**src/design/nept_pkg.sv**
```systemverilog
`default_nettype none
package nept_pkg;

  // Field widths
  localparam int unsigned GaW    = 48;
  localparam int unsigned PaW    = 52;
  localparam int unsigned FrameW = 40;
  localparam int unsigned RegW   = 64;
  localparam int unsigned IdxW   = 9;

  // Level numbering
  localparam logic [1:0] LvlTop  = 2'd0;
  localparam logic [1:0] Lvl1G   = 2'd1;
  localparam logic [1:0] Lvl2M   = 2'd2;
  localparam logic [1:0] LvlLeaf = 2'd3;

  // Entry bit positions and masks
  localparam int unsigned BitLarge = 7;
  localparam logic [63:0] AddrMask = 64'h000f_ffff_ffff_f000;
  localparam logic [63:0] Addr1G   = 64'h000f_ffff_c000_0000;
  localparam logic [63:0] Addr2M   = 64'h000f_ffff_ffe0_0000;
  localparam logic [63:0] Rsv1G    = 64'h0000_0000_3fff_f000;
  localparam logic [63:0] Rsv2M    = 64'h0000_0000_001f_f000;
  localparam logic [63:0] Off1G    = 64'h0000_0000_3fff_ffff;
  localparam logic [63:0] Off2M    = 64'h0000_0000_001f_ffff;
  localparam logic [63:0] Off4K    = 64'h0000_0000_0000_0fff;

  typedef enum logic [1:0] {
    ACC_READ    = 2'd0,
    ACC_WRITE   = 2'd1,
    ACC_EXEC    = 2'd2,
    ACC_INVALID = 2'd3
  } access_e;

  typedef enum logic [2:0] {
    ST_OK        = 3'd0,
    ST_BAD_ACC   = 3'd1,
    ST_NO_ROOT   = 3'd2,
    ST_FETCH_ERR = 3'd3,
    ST_EMPTY     = 3'd4,
    ST_DENIED    = 3'd5,
    ST_RESERVED  = 3'd6
  } status_e;

  typedef enum logic {
    KIND_TRANSLATE = 1'b0,
    KIND_RESPONSE  = 1'b1
  } kind_e;

  typedef enum logic {
    RES_READ = 1'b0,
    RES_DONE = 1'b1
  } res_kind_e;

  // Walker state carried between requests
  typedef struct packed {
    logic              busy;
    logic [1:0]        level;
    logic [GaW-1:0]    ga;
    logic [1:0]        acc;
    logic [FrameW-1:0] frame;
  } walk_state_t;

  // One accepted input request
  typedef struct packed {
    logic            kind;
    logic [GaW-1:0]  guest_address;
    logic [1:0]      access_type;
    logic [RegW-1:0] entry_data;
    logic            fetch_failed;
  } in_item_t;

  // One result
  typedef struct packed {
    logic           result_kind;
    logic [PaW-1:0] read_address;
    logic [PaW-1:0] translated_address;
    logic [2:0]     status;
    logic [1:0]     walk_level;
  } out_item_t;

  // Index of the table entry for a level
  function automatic logic [IdxW-1:0] level_index(logic [1:0] lvl, logic [GaW-1:0] ga);
    logic [IdxW-1:0] idx;
    case (lvl)
      LvlTop:  idx = ga[47:39];
      Lvl1G:   idx = ga[38:30];
      Lvl2M:   idx = ga[29:21];
      default: idx = ga[20:12];
    endcase
    return idx;
  endfunction

endpackage
`default_nettype wire

```
**src/design/nept_step.sv**
```systemverilog
`default_nettype none
module nept_step (
  input  wire  nept_pkg::in_item_t    item_i,
  input  wire  nept_pkg::walk_state_t state_i,
  input  wire  logic [63:0]           root_i,
  output nept_pkg::walk_state_t       state_o,
  output logic                        emit_o,
  output nept_pkg::out_item_t         result_o
);

  logic        emit_read;
  logic [63:0] pte;
  logic        acc_ok;
  logic        is_large;
  logic [63:0] xlat;

  assign pte      = item_i.entry_data;
  assign acc_ok   = pte[state_i.acc];
  assign is_large = ((state_i.level == nept_pkg::Lvl1G) ||
                     (state_i.level == nept_pkg::Lvl2M))
                    && pte[nept_pkg::BitLarge];

  // Decide the outcome of one request and the next walker state
  always_comb begin
    state_o   = state_i;
    emit_o    = 1'b0;
    emit_read = 1'b0;
    result_o  = '0;
    xlat      = '0;
    if (item_i.kind == nept_pkg::KIND_TRANSLATE) begin
      if (!state_i.busy) begin
        emit_o = 1'b1;
        if (item_i.access_type == nept_pkg::ACC_INVALID) begin
          result_o.result_kind = nept_pkg::RES_DONE;
          result_o.status      = nept_pkg::ST_BAD_ACC;
        end else if ((root_i & nept_pkg::AddrMask) == 64'd0) begin
          result_o.result_kind = nept_pkg::RES_DONE;
          result_o.status      = nept_pkg::ST_NO_ROOT;
        end else begin
          emit_read      = 1'b1;
          state_o.busy   = 1'b1;
          state_o.level  = nept_pkg::LvlTop;
          state_o.ga     = item_i.guest_address;
          state_o.acc    = item_i.access_type;
          state_o.frame  = root_i[51:12];
        end
      end
    end else if (state_i.busy) begin
      emit_o               = 1'b1;
      result_o.result_kind = nept_pkg::RES_DONE;
      result_o.walk_level  = state_i.level;
      state_o.busy         = 1'b0;
      if (item_i.fetch_failed) begin
        result_o.status = nept_pkg::ST_FETCH_ERR;
      end else if (pte[2:0] == 3'd0) begin
        result_o.status = nept_pkg::ST_EMPTY;
      end else if (!acc_ok) begin
        result_o.status = nept_pkg::ST_DENIED;
      end else if (is_large && (state_i.level == nept_pkg::Lvl1G)) begin
        if ((pte & nept_pkg::Rsv1G) != 64'd0) begin
          result_o.status = nept_pkg::ST_RESERVED;
        end else begin
          xlat = (pte & nept_pkg::Addr1G) | ({16'd0, state_i.ga} & nept_pkg::Off1G);
        end
      end else if (is_large) begin
        if ((pte & nept_pkg::Rsv2M) != 64'd0) begin
          result_o.status = nept_pkg::ST_RESERVED;
        end else begin
          xlat = (pte & nept_pkg::Addr2M) | ({16'd0, state_i.ga} & nept_pkg::Off2M);
        end
      end else if (state_i.level == nept_pkg::LvlLeaf) begin
        xlat = (pte & nept_pkg::AddrMask) | ({16'd0, state_i.ga} & nept_pkg::Off4K);
      end else begin
        // Descend one level
        emit_read            = 1'b1;
        state_o.busy         = 1'b1;
        state_o.level        = state_i.level + 2'd1;
        state_o.frame        = pte[51:12];
      end
      result_o.translated_address = xlat[51:0];
    end

    // Build the table entry read from the updated state
    if (emit_read) begin
      result_o.result_kind  = nept_pkg::RES_READ;
      result_o.status       = nept_pkg::ST_OK;
      result_o.translated_address = '0;
      result_o.walk_level   = state_o.level;
      result_o.read_address = {state_o.frame,
                               nept_pkg::level_index(state_o.level, state_o.ga), 3'd0};
    end
  end

endmodule
`default_nettype wire

```
**src/design/nested_ept_table_walker_top.sv**
```systemverilog
// Path: a request is captured in the input register and its result then in the result register,
// which drives the outputs; requests that cause no result leave nothing.
// Throughput: one request per cycle, limited only by the result register draining.
// Reset: rst_ni asynchronously clears the walker to idle, the root pointer to zero
// and both pipeline registers to empty.
`default_nettype none
module nested_ept_table_walker_top (
  input  wire  logic        clk_i,
  input  wire  logic        rst_ni,
  input  wire  logic        cfg_we_i,
  input  wire  logic [63:0] cfg_wdata_i,
  input  wire  logic        in_valid_i,
  output logic              in_stall_o,
  input  wire  logic        kind_i,
  input  wire  logic [47:0] guest_address_i,
  input  wire  logic [1:0]  access_type_i,
  input  wire  logic [63:0] entry_data_i,
  input  wire  logic        fetch_failed_i,
  output logic              out_valid_o,
  input  wire  logic        out_stall_i,
  output logic              result_kind_o,
  output logic [51:0]       read_address_o,
  output logic [51:0]       translated_address_o,
  output logic [2:0]        status_o,
  output logic [1:0]        walk_level_o
);

  logic [63:0]           root_ptr_q;
  logic                  in_valid_q;
  nept_pkg::in_item_t    in_item_q;
  nept_pkg::walk_state_t state_q;
  nept_pkg::walk_state_t state_d;
  logic                  out_valid_q;
  nept_pkg::out_item_t   out_item_q;
  logic                  out_free;
  logic                  advance;
  logic                  emit;
  nept_pkg::out_item_t   result;

  assign out_free   = !out_valid_q || !out_stall_i;
  assign advance    = in_valid_q && out_free;
  assign in_stall_o = in_valid_q && !out_free;

  // Hold the root pointer
  always_ff @(posedge clk_i or negedge rst_ni) begin
    if (!rst_ni) begin
      root_ptr_q <= '0;
    end else if (cfg_we_i) begin
      root_ptr_q <= cfg_wdata_i;
    end
  end

  // Capture the incoming request
  always_ff @(posedge clk_i or negedge rst_ni) begin
    if (!rst_ni) begin
      in_valid_q <= 1'b0;
    end else if (!in_stall_o) begin
      in_valid_q <= in_valid_i;
    end
  end

  always_ff @(posedge clk_i) begin
    if (!in_stall_o && in_valid_i) begin
      in_item_q <= '{kind: kind_i, guest_address: guest_address_i,
                     access_type: access_type_i, entry_data: entry_data_i,
                     fetch_failed: fetch_failed_i};
    end
  end

  nept_step u_step (
    .item_i   (in_item_q),
    .state_i  (state_q),
    .root_i   (root_ptr_q),
    .state_o  (state_d),
    .emit_o   (emit),
    .result_o (result)
  );

  // Advance the walker state
  always_ff @(posedge clk_i or negedge rst_ni) begin
    if (!rst_ni) begin
      state_q <= '0;
    end else if (advance) begin
      state_q <= state_d;
    end
  end

  // Result register
  always_ff @(posedge clk_i or negedge rst_ni) begin
    if (!rst_ni) begin
      out_valid_q <= 1'b0;
    end else if (out_free) begin
      out_valid_q <= advance && emit;
    end
  end

  always_ff @(posedge clk_i) begin
    if (advance && emit) begin
      out_item_q <= result;
    end
  end

  assign out_valid_o          = out_valid_q;
  assign result_kind_o        = out_item_q.result_kind;
  assign read_address_o       = out_item_q.read_address;
  assign translated_address_o = out_item_q.translated_address;
  assign status_o             = out_item_q.status;
  assign walk_level_o         = out_item_q.walk_level;

endmodule
`default_nettype wire
```
**config.mk**
```make
export PLATFORM = sky130hd
export DESIGN_NAME = nested_ept_table_walker_top
export DESIGN_NICKNAME = d
export VERILOG_FILES = /design/src/design/nept_pkg.sv /design/src/design/nept_step.sv /design/src/design/nested_ept_table_walker_top.sv
export SDC_FILE = /design/constraint.sdc
export NUM_CORES = 1
export LEC_CHECK = 0
export BUFFER_PORTS_ARGS = -buffer_cell sky130_fd_sc_hd__buf_2
export CORE_MARGIN = 3
export CORE_UTILIZATION = 30
export CTS_CLUSTER_DIAMETER = 100
export DETAILED_ROUTE_END_ITERATION = 12
export PLACE_DENSITY = 0.59
export SYNTH_ARGS = -nofsm -noshare
export SYNTH_HDL_FRONTEND = slang
export SYNTH_SLANG_ARGS = --single-unit
```
**constraint.sdc**
```tcl
create_clock -name clk_i -period 17.9 [get_ports clk_i]
set_clock_uncertainty 0.1 [all_clocks]
set_input_delay 1.79 -clock clk_i [delete_from_list [all_inputs] [get_ports clk_i]]
set_output_delay 1.79 -clock clk_i [all_outputs]
set_load 0.02 [all_outputs]
```
==> metrics.md, run 1 <==
| Metric | Value |
|---|---|
| CP cell instances | `buf_2 -> nand3_1 -> inv_1 -> buf_2` |
| Clock sink count | `339` |
| CP Launch Type | `primary input` |
| 1st-iter DRT viols | `812` |
| Most used cell, CP | `buf_2` |
| Die Y | `about 230 um` |
| CP Max Fanout | `3` |
| DIE AREA | `~0.052 mm^2` |
| WHS Path Cells | `1` |
| Final net count | `between 1,000 and 1,500` |
| Final hold vios | `0` |
| Number of diodes | `0` |
| GRT overflow | `0` |
| Status | `complete, no violations` |
| Final min period | `4.11 ns` |
| Hold Path End | `state_q[50]` |
| Clock Path Buffers | `3` |
| Slew Limit Fails | `0` |
| Slowest-stage cell, CP | `buf_2` |
| Leakage | `about 0.007 uW` |
| Crit path DAT | `2.22 ns` |
| Post-route DRC violation count | `0` |
| Worst reg2reg path startpoint | `root_ptr_q[13]` |
| Clock latency on the worst-skew pair | `about 0.55 ns` |
| Global-route wire length before repair | `roughly 63,000 um` |
| Hold Crit Start | `in_item_q[75]` |
| CP required | `about 16 ns` |
| XOR/XNOR Fraction of Synth Area | `0` |
| Adder-Cell Fraction of Synth Area | `0.00426` |
| Synth Area in Simple Gates | `0.0679` |
| Layout cell share with drive strength beyond 1 | `0.363` |
| CP Capture Type | `output port` |
| Initial antenna violation count | `0` |
| Tot Pwr | `roughly 2900 uW` |
| Max frequency | `between 200 and 250 MHz` |
| Post-synth top area share | `0.417` |
| Starting density of the core | `0.306` |
| Setup ws final | `about 14 ns` |
| Asr flop ratio synth | `0.398` |
| R2R depth | `6` |
| Pre-CTS WS | `between 10 and 15 ns` |
| Largest net degree at the start of global routing | `85` |
| Setup bufs post-CTS | `0` |
| RePlAce Congestion | `roughly 0.74` |
| Routed Antenna Nets | `0` |
| DR pass1 iterations | `7` |
| Crit path max-delay family | `buffers and inverters` |
| I/O Buffers | `250` |
| Final setup violation count | `0` |
| Row count | `80` |
| Post-Syn Area per Cell | `about 14 um^2` |
| Setup TNS | `0 ns` |
| Post-DP HPWL | `roughly 27,000 um` |
| EDFF count, synth | `204` |
| CTS tree | `yes` |
| Class of the worst hold path | `flop to flop` |
| Root Buffer | `clkbuf_16` |
| R2R Setup Slk | `between 10 and 15 ns` |
| Yosys cell types | `62` |
| Dpl cells | `1,865` |
| Slew @ Worst Pin | `1.17 ns` |
| Chip Width | `about 230 um` |
| CTS H-Tree Depth | `2` |
| Final WL | `about 43,000 um` |
| Via count | `between 9,000 and 10,000` |
| Synthesis-to-finish area growth | `21.5%` |
| Crit share post-route | `0.230` |
| Io pins | `a little under 300` |
| Drt wl/cell | `around 22 um` |
| Most frequent cell after synthesis | `edfxtp_1` |
| Fin cells | `about 1,900` |
| Top post-synthesis cells by area | `edfxtp_1, dfrtp_1, mux2_2` |
| Max incr delay on CP | `between 0.15 and 0.2 ns` |
| Mux share of post-synthesis cell area | `0.114` |
| Cts hold-fix bufs | `0` |
| Number of global-route vias before repair | `approximately 10,000` |
| Register area share after synthesis | `0.647` |
| Clock transition at path regs | `roughly 0.06 ns` |
| RSZ-0062 raised after global routing | `no` |
| Post-synthesis register bit count | `approximately 340` |
| Maximum capacitance violations | `0` |
| Compound-gate portion of the synthesized area | `0.136` |
| Area leader, netlist | `edfxtp_1` |
| Syn Inst Count | `~1,100` |
| Post-synth top cells | `edfxtp_1, dfrtp_1, mux2_2` |
| Reg-to-reg critical path endpoint | `read_address_o[15]` |
| Mapped Area | `approximately 0.015 mm^2` |
| Clock buffer count from CTS | `39` |
| Relative slew slack | `0.217` |
| P per Cell Area | `around 160 mW/mm^2` |
| VDD IR max | `~100 uV` |
| Setup CP Type | `primary input to output port` |
| Buffers plus inverters on the worst setup path | `3` |
| Ys Warns | `0` |
| Combinational family with the most area after synthesis | `compound AO/OA/AOI/OAI gates` |
| CORE AREA | `between 0.04 and 0.05 mm^2` |
| Post-CTS sizing | `0` |
| Total GRT Usage | `0.163` |
| Vias per cell | `approximately 5` |
| Main flop type after synthesis | `edfxtp_1` |
-- where the power goes --
group / leakage, uW / total, uW / internal, uW / switching [uW]
logic: 0.00281 / 860 / 353 / 507
registers: 0.00356 / 1220 / 1080 / 146
clock network: 0.000669 / 851 / 525 / 326
total: 0.00704 / 2930 / 1950 / 979
-- cells in the final DEF, fill, tap and decap left out, types with 6 or more instances in the layout --
cell type	count
edfxtp_1	204
a21oi_1	92
bufinv_16	6
buf_4	12
mux2_2	129
mux2i_1	19
a311o_1	9
buf_2	249
clkbuf_16	41
nor4_1	12
and2_1	38
dfrtp_1	135
nand2_1	89
nor2_1	24
clkinv_1	6
a22oi_1	58
o221ai_1	40
inv_1	15
o21bai_1	42
-- flip-flops by register name, indices dropped and copies added, names as in the netlist, 2 cells and up --
name,count
translated_address_o,52
root_ptr_q,40
walk_level_o,2
state_q,93
status_o,3
in_item_q,97
read_address_o,49
-- final cells by class --
cell class                      instances  area (um^2)
Clock inverter                         21          260
Sequential cell                       339         9500
Fill cell                            4598        30200
Inverter                               16         60.1
Multi-Input combinational cell        633         4780
Tap cell                              615          769
Clock buffer                           50         1110
Timing Repair Buffer                  262         1350
-- metal layers --
| layer | track usage | wire length, um |
|---|---|---|
| met5 | 0 | 0 |
| met4 | 0.0575 | 1190 |
| met3 | 0.0319 | 2690 |
| met2 | 0.265 | 20400 |
| met1 | 0.218 | 18400 |
-- through the flow --
stage	area, um^2	hold slack, ns	util
finish	17800	0.370	0.371
global route	17800	0.385	0.371
CTS	17800	0.378	0.371
detailed placement	16500	0.363	0.343
global placement	16500	0.348	0.343
floorplan	14700	0.339	-
-- kinds of logic (layout without fill, tap and decap cells) --
kind of cell	Yosys count	after routing
AOI/OAI and AO/OA	275	275
adders and majority gates	5	5
buffers and inverters	94	349
DFF	339	339
muxes	150	150
other	1	3
and+or+nand+nor	200	200
-- worst max path at each step --
stage / depth (start not counted) / slack, ns / startpoint / end
global placement: 6 / 13.23 / out_stall_i / translated_address_o[33]
floorplan: 5 / 10.43 / out_stall_i / read_address_o[10]
global route: 6 / 13.65 / out_stall_i / translated_address_o[39]
finish: 4 / 13.79 / out_stall_i / in_stall_o
detailed placement: 6 / 13.16 / out_stall_i / translated_address_o[33]
CTS: 6 / 13.74 / out_stall_i / translated_address_o[39]
-- worst reg2reg max path, cell delays in order (launching register included) --
cell,delay [ns]
dfrtp_1,0.41
nor4_1,0.61
nand4_1,0.43
o311a_2,0.60
a31oi_4,0.42
buf_4,0.65
a21oi_1,0.13
Power figures use the tool's default switching activity.
==> inputs of run 2 (changes only) <==
--- a/config.mk
+++ b/config.mk
@@ -10,7 +10,7 @@
 export CORE_UTILIZATION = 30
 export CTS_CLUSTER_DIAMETER = 100
 export DETAILED_ROUTE_END_ITERATION = 12
-export PLACE_DENSITY = 0.59
+export PLACE_DENSITY = 0.61
 export SYNTH_ARGS = -nofsm -noshare
 export SYNTH_HDL_FRONTEND = slang
 export SYNTH_SLANG_ARGS = --single-unit
==> constraint.sdc (replaced) <==
create_clock -name clk_i -period 3.45 [get_ports clk_i]
set_clock_uncertainty 0.1 [all_clocks]
set_input_delay 0.345 -clock clk_i [delete_from_list [all_inputs] [get_ports clk_i]]
set_output_delay 0.345 -clock clk_i [all_outputs]
set_load 0.02 [all_outputs]
==> run 2 against run 1 <==
Final cell count up 8.7%. First-iteration DRC count down 2.3%. Clock power rose to 5.4 times the previous value. Register-to-register slack worse by 14 ns. Die area unchanged. Global-route usage up 0.60 points. Wire length up 3.8%. Core utilization up 3.6 points. Setup slack worse by 14 ns. Worst hold slack worse by 0.16 ns. Non-clock buffer count up 164. Sequential share of layout area down 4.7 points. Largest cell class unchanged.
==> metrics.md, run 2 (synthesis results as in run 1) <==
| Metric | Value |
|---|---|
| Synthesis-to-finish area growth | `33.3%` |
| Setup TNS | `0 ns` |
| Largest net degree at the start of global routing | `between 80 and 90` |
| RSZ-0062 raised after global routing | `no` |
| # fillers | `around 4,400` |
| Max frequency | `around 310 MHz` |
| Slew @ Worst Pin | `approximately 1.2 ns` |
| Final net count | `approximately 1,600` |
| P per Cell Area | `800 mW/mm^2` |
| Io pins | `297` |
| R2R depth | `9` |
| Crit share post-route | `0.923` |
| Number of global-route vias before repair | `11,045` |
| CP required | `roughly 3.6 ns` |
| Initial antenna violation count | `0` |
| Final min period | `between 3 and 4 ns` |
| Post-route DRC violation count | `0` |
| Clock buffer count from CTS | `41` |
| 1st-iter DRT viols | `around 790` |
| Worst reg2reg path startpoint | `state_q[91]` |
| Post-DP HPWL | `between 20,000 and 30,000 um` |
| Clock power share | `0.292` |
| CP Launch Type | `flop` |
| Layout cell share with drive strength beyond 1 | `0.343` |
| CP Max Fanout | `12` |
| Slowest-stage cell, CP | `dfrtp_1` |
| VDD IR max | `approximately 430 uV` |
| Top reg by flops | `in_item_q` |
| Clock Path Buffers | `3` |
| I/O Buffers | `250` |
| Drt wl/cell | `approximately 21 um` |
| Maximum capacitance violations | `0` |
| CTS H-Tree Depth | `2` |
| Row count | `80` |
| Sw Ratio | `0.334` |
| Final hold vios | `0` |
| P_sw | `~5200 uW` |
| GRT overflow | `0` |
| Via count | `about 11,000` |
| Area post-placement | `~0.017 mm^2` |
| Post-route design area | `~0.02 mm^2` |
| Clock latency on the worst-skew pair | `0.56 ns` |
| Max incr delay on CP | `around 0.44 ns` |
| Final WL | `~44,000 um` |
| Clock transition at path regs | `~0.06 ns` |
| CP Capture Type | `flop` |
| Pint | `~10,000 uW` |
| Largest register FFs | `97` |
| Combinational share of power | `0.304` |
| Relative slew slack | `0.232` |
| Share of power burned in registers | `0.404` |
| Starting density of the core | `0.306` |
| Leakage | `about 0.0078 uW` |
| Total GRT Usage | `0.169` |
| Clock sink count | `approximately 340` |
| Setup CP Type | `flop to flop` |
| Die Y | `approximately 230 um` |
| Root Buffer | `clkbuf_16` |
| RePlAce Congestion | `0.748` |
| Class of the worst hold path | `primary input to async pin` |
| Vias per cell | `~5.1` |
| Most frequent cells in the layout | `buf_2, edfxtp_1, dlygate4sd3_1, dfrtp_1, mux2_2` |
| R2R Setup Slk | `~0.27 ns` |
| Global-route wire length before repair | `~66,000 um` |
| Commonest non-fill, non-tap cell in the layout | `buf_2` |
| Status | `complete, no violations` |
| Routed Antenna Nets | `0` |
| CP cell instances | `inv_1 -> ha_1 -> and2_1 -> or3_4 -> or3_1 -> buf_4 -> nor3b_1 -> a41o_1 -> a221oi_1` |
| Reg-to-reg critical path endpoint | `read_address_o[3]` |
| Slew Limit Fails | `0` |
| Final setup violation count | `0` |
| DIE AREA | `0.0516 mm^2` |
| Crit path DAT | `3.36 ns` |
| CTS tree | `yes` |
| DR pass1 iterations | `5` |
| Chip Width | `between 200 and 250 um` |
| CORE AREA | `roughly 0.048 mm^2` |
[run 2: cell type report]
| class | count | area [um^2] | area share |
|---|---|---|---|
| repair buffers | 426 | 3020 | 0.154 |
| diodes | 1 | 2.50 | 0.000128 |
| well taps | 615 | 769 | 0.0393 |
| clock buffers | 51 | 1090 | 0.0559 |
| multi-input cells | 633 | 4790 | 0.245 |
| clock inverters | 24 | 333 | 0.0170 |
| flip-flops and latches | 339 | 9500 | 0.486 |
| inverters | 16 | 60.1 | 0.00307 |
[run 2: repair_timing]
action	in CTS	in global routing
endpoints found under the hold margin	189	0
buffers inserted	0	0
hold buffers	140	0
setup endpoints to repair	0	12
resized for setup	0	1
[run 2: power groups by stage]
stage / Combinational (uW) / Clock [uW] / Sequential (uW)
CTS: 4810 / 4710 / 6330
finish: 4750 / 4580 / 6330
global placement: 4520 / 0 / 6340
detailed placement: 4660 / 0 / 6400
global route: 5190 / 4870 / 6460
floorplan: 2870 / 0 / 6600
[run 2: critical path: cells and delay by family, from the launching register on]
kind / cells / cell delay [ns]
DFF: 1 / 0.44
buffers and inverters: 2 / 0.35
AOI/OAI and AO/OA: 2 / 0.62
adders and majority gates: 1 / 0.32
and+or+nand+nor: 4 / 1.08
[run 2: through the flow]
stage | utilization | hold slack (ns) | instances | setup slack [ns] | total power (uW)
CTS | 0.407 | 0.208 | 2104 | 0.151 | 15800
detailed placement | 0.348 | 0.247 | 1889 | 0.153 | 11100
finish | 0.407 | 0.207 | 2105 | 0.267 | 15700
global route | 0.407 | 0.252 | 2104 | 0.106 | 16500
global placement | 0.348 | 0.241 | 1889 | 0.166 | 10900
floorplan | - | -0.0506 | 1066 | 0.00609 | 9470
[run 2: how the worst max path moves through the flow]
stage                     cells after the start           start                 end  slack [ns]
after floorplan                               6  in_item_q[115]  read_address_o[10]       0.006
after global placement                        7  root_ptr_q[50]         status_o[2]        0.17
after detailed placement                      7  root_ptr_q[50]         status_o[2]        0.15
after CTS                                     7  root_ptr_q[50]         status_o[2]        0.15
after global routing                          9     state_q[91]   read_address_o[8]        0.11
final                                         9     state_q[91]   read_address_o[3]        0.27
[run 2: per-layer routing]
layer / GRT usage / vias to the layer above / part of all wire
met5: 0 / - / 0
met1: 0.214 / 5344 / 0.43
met3: 0.0370 / 79 / 0.057
li1: - / 4843 / -
met2: 0.286 / 387 / 0.49
met4: 0.0605 / 0 / 0.029
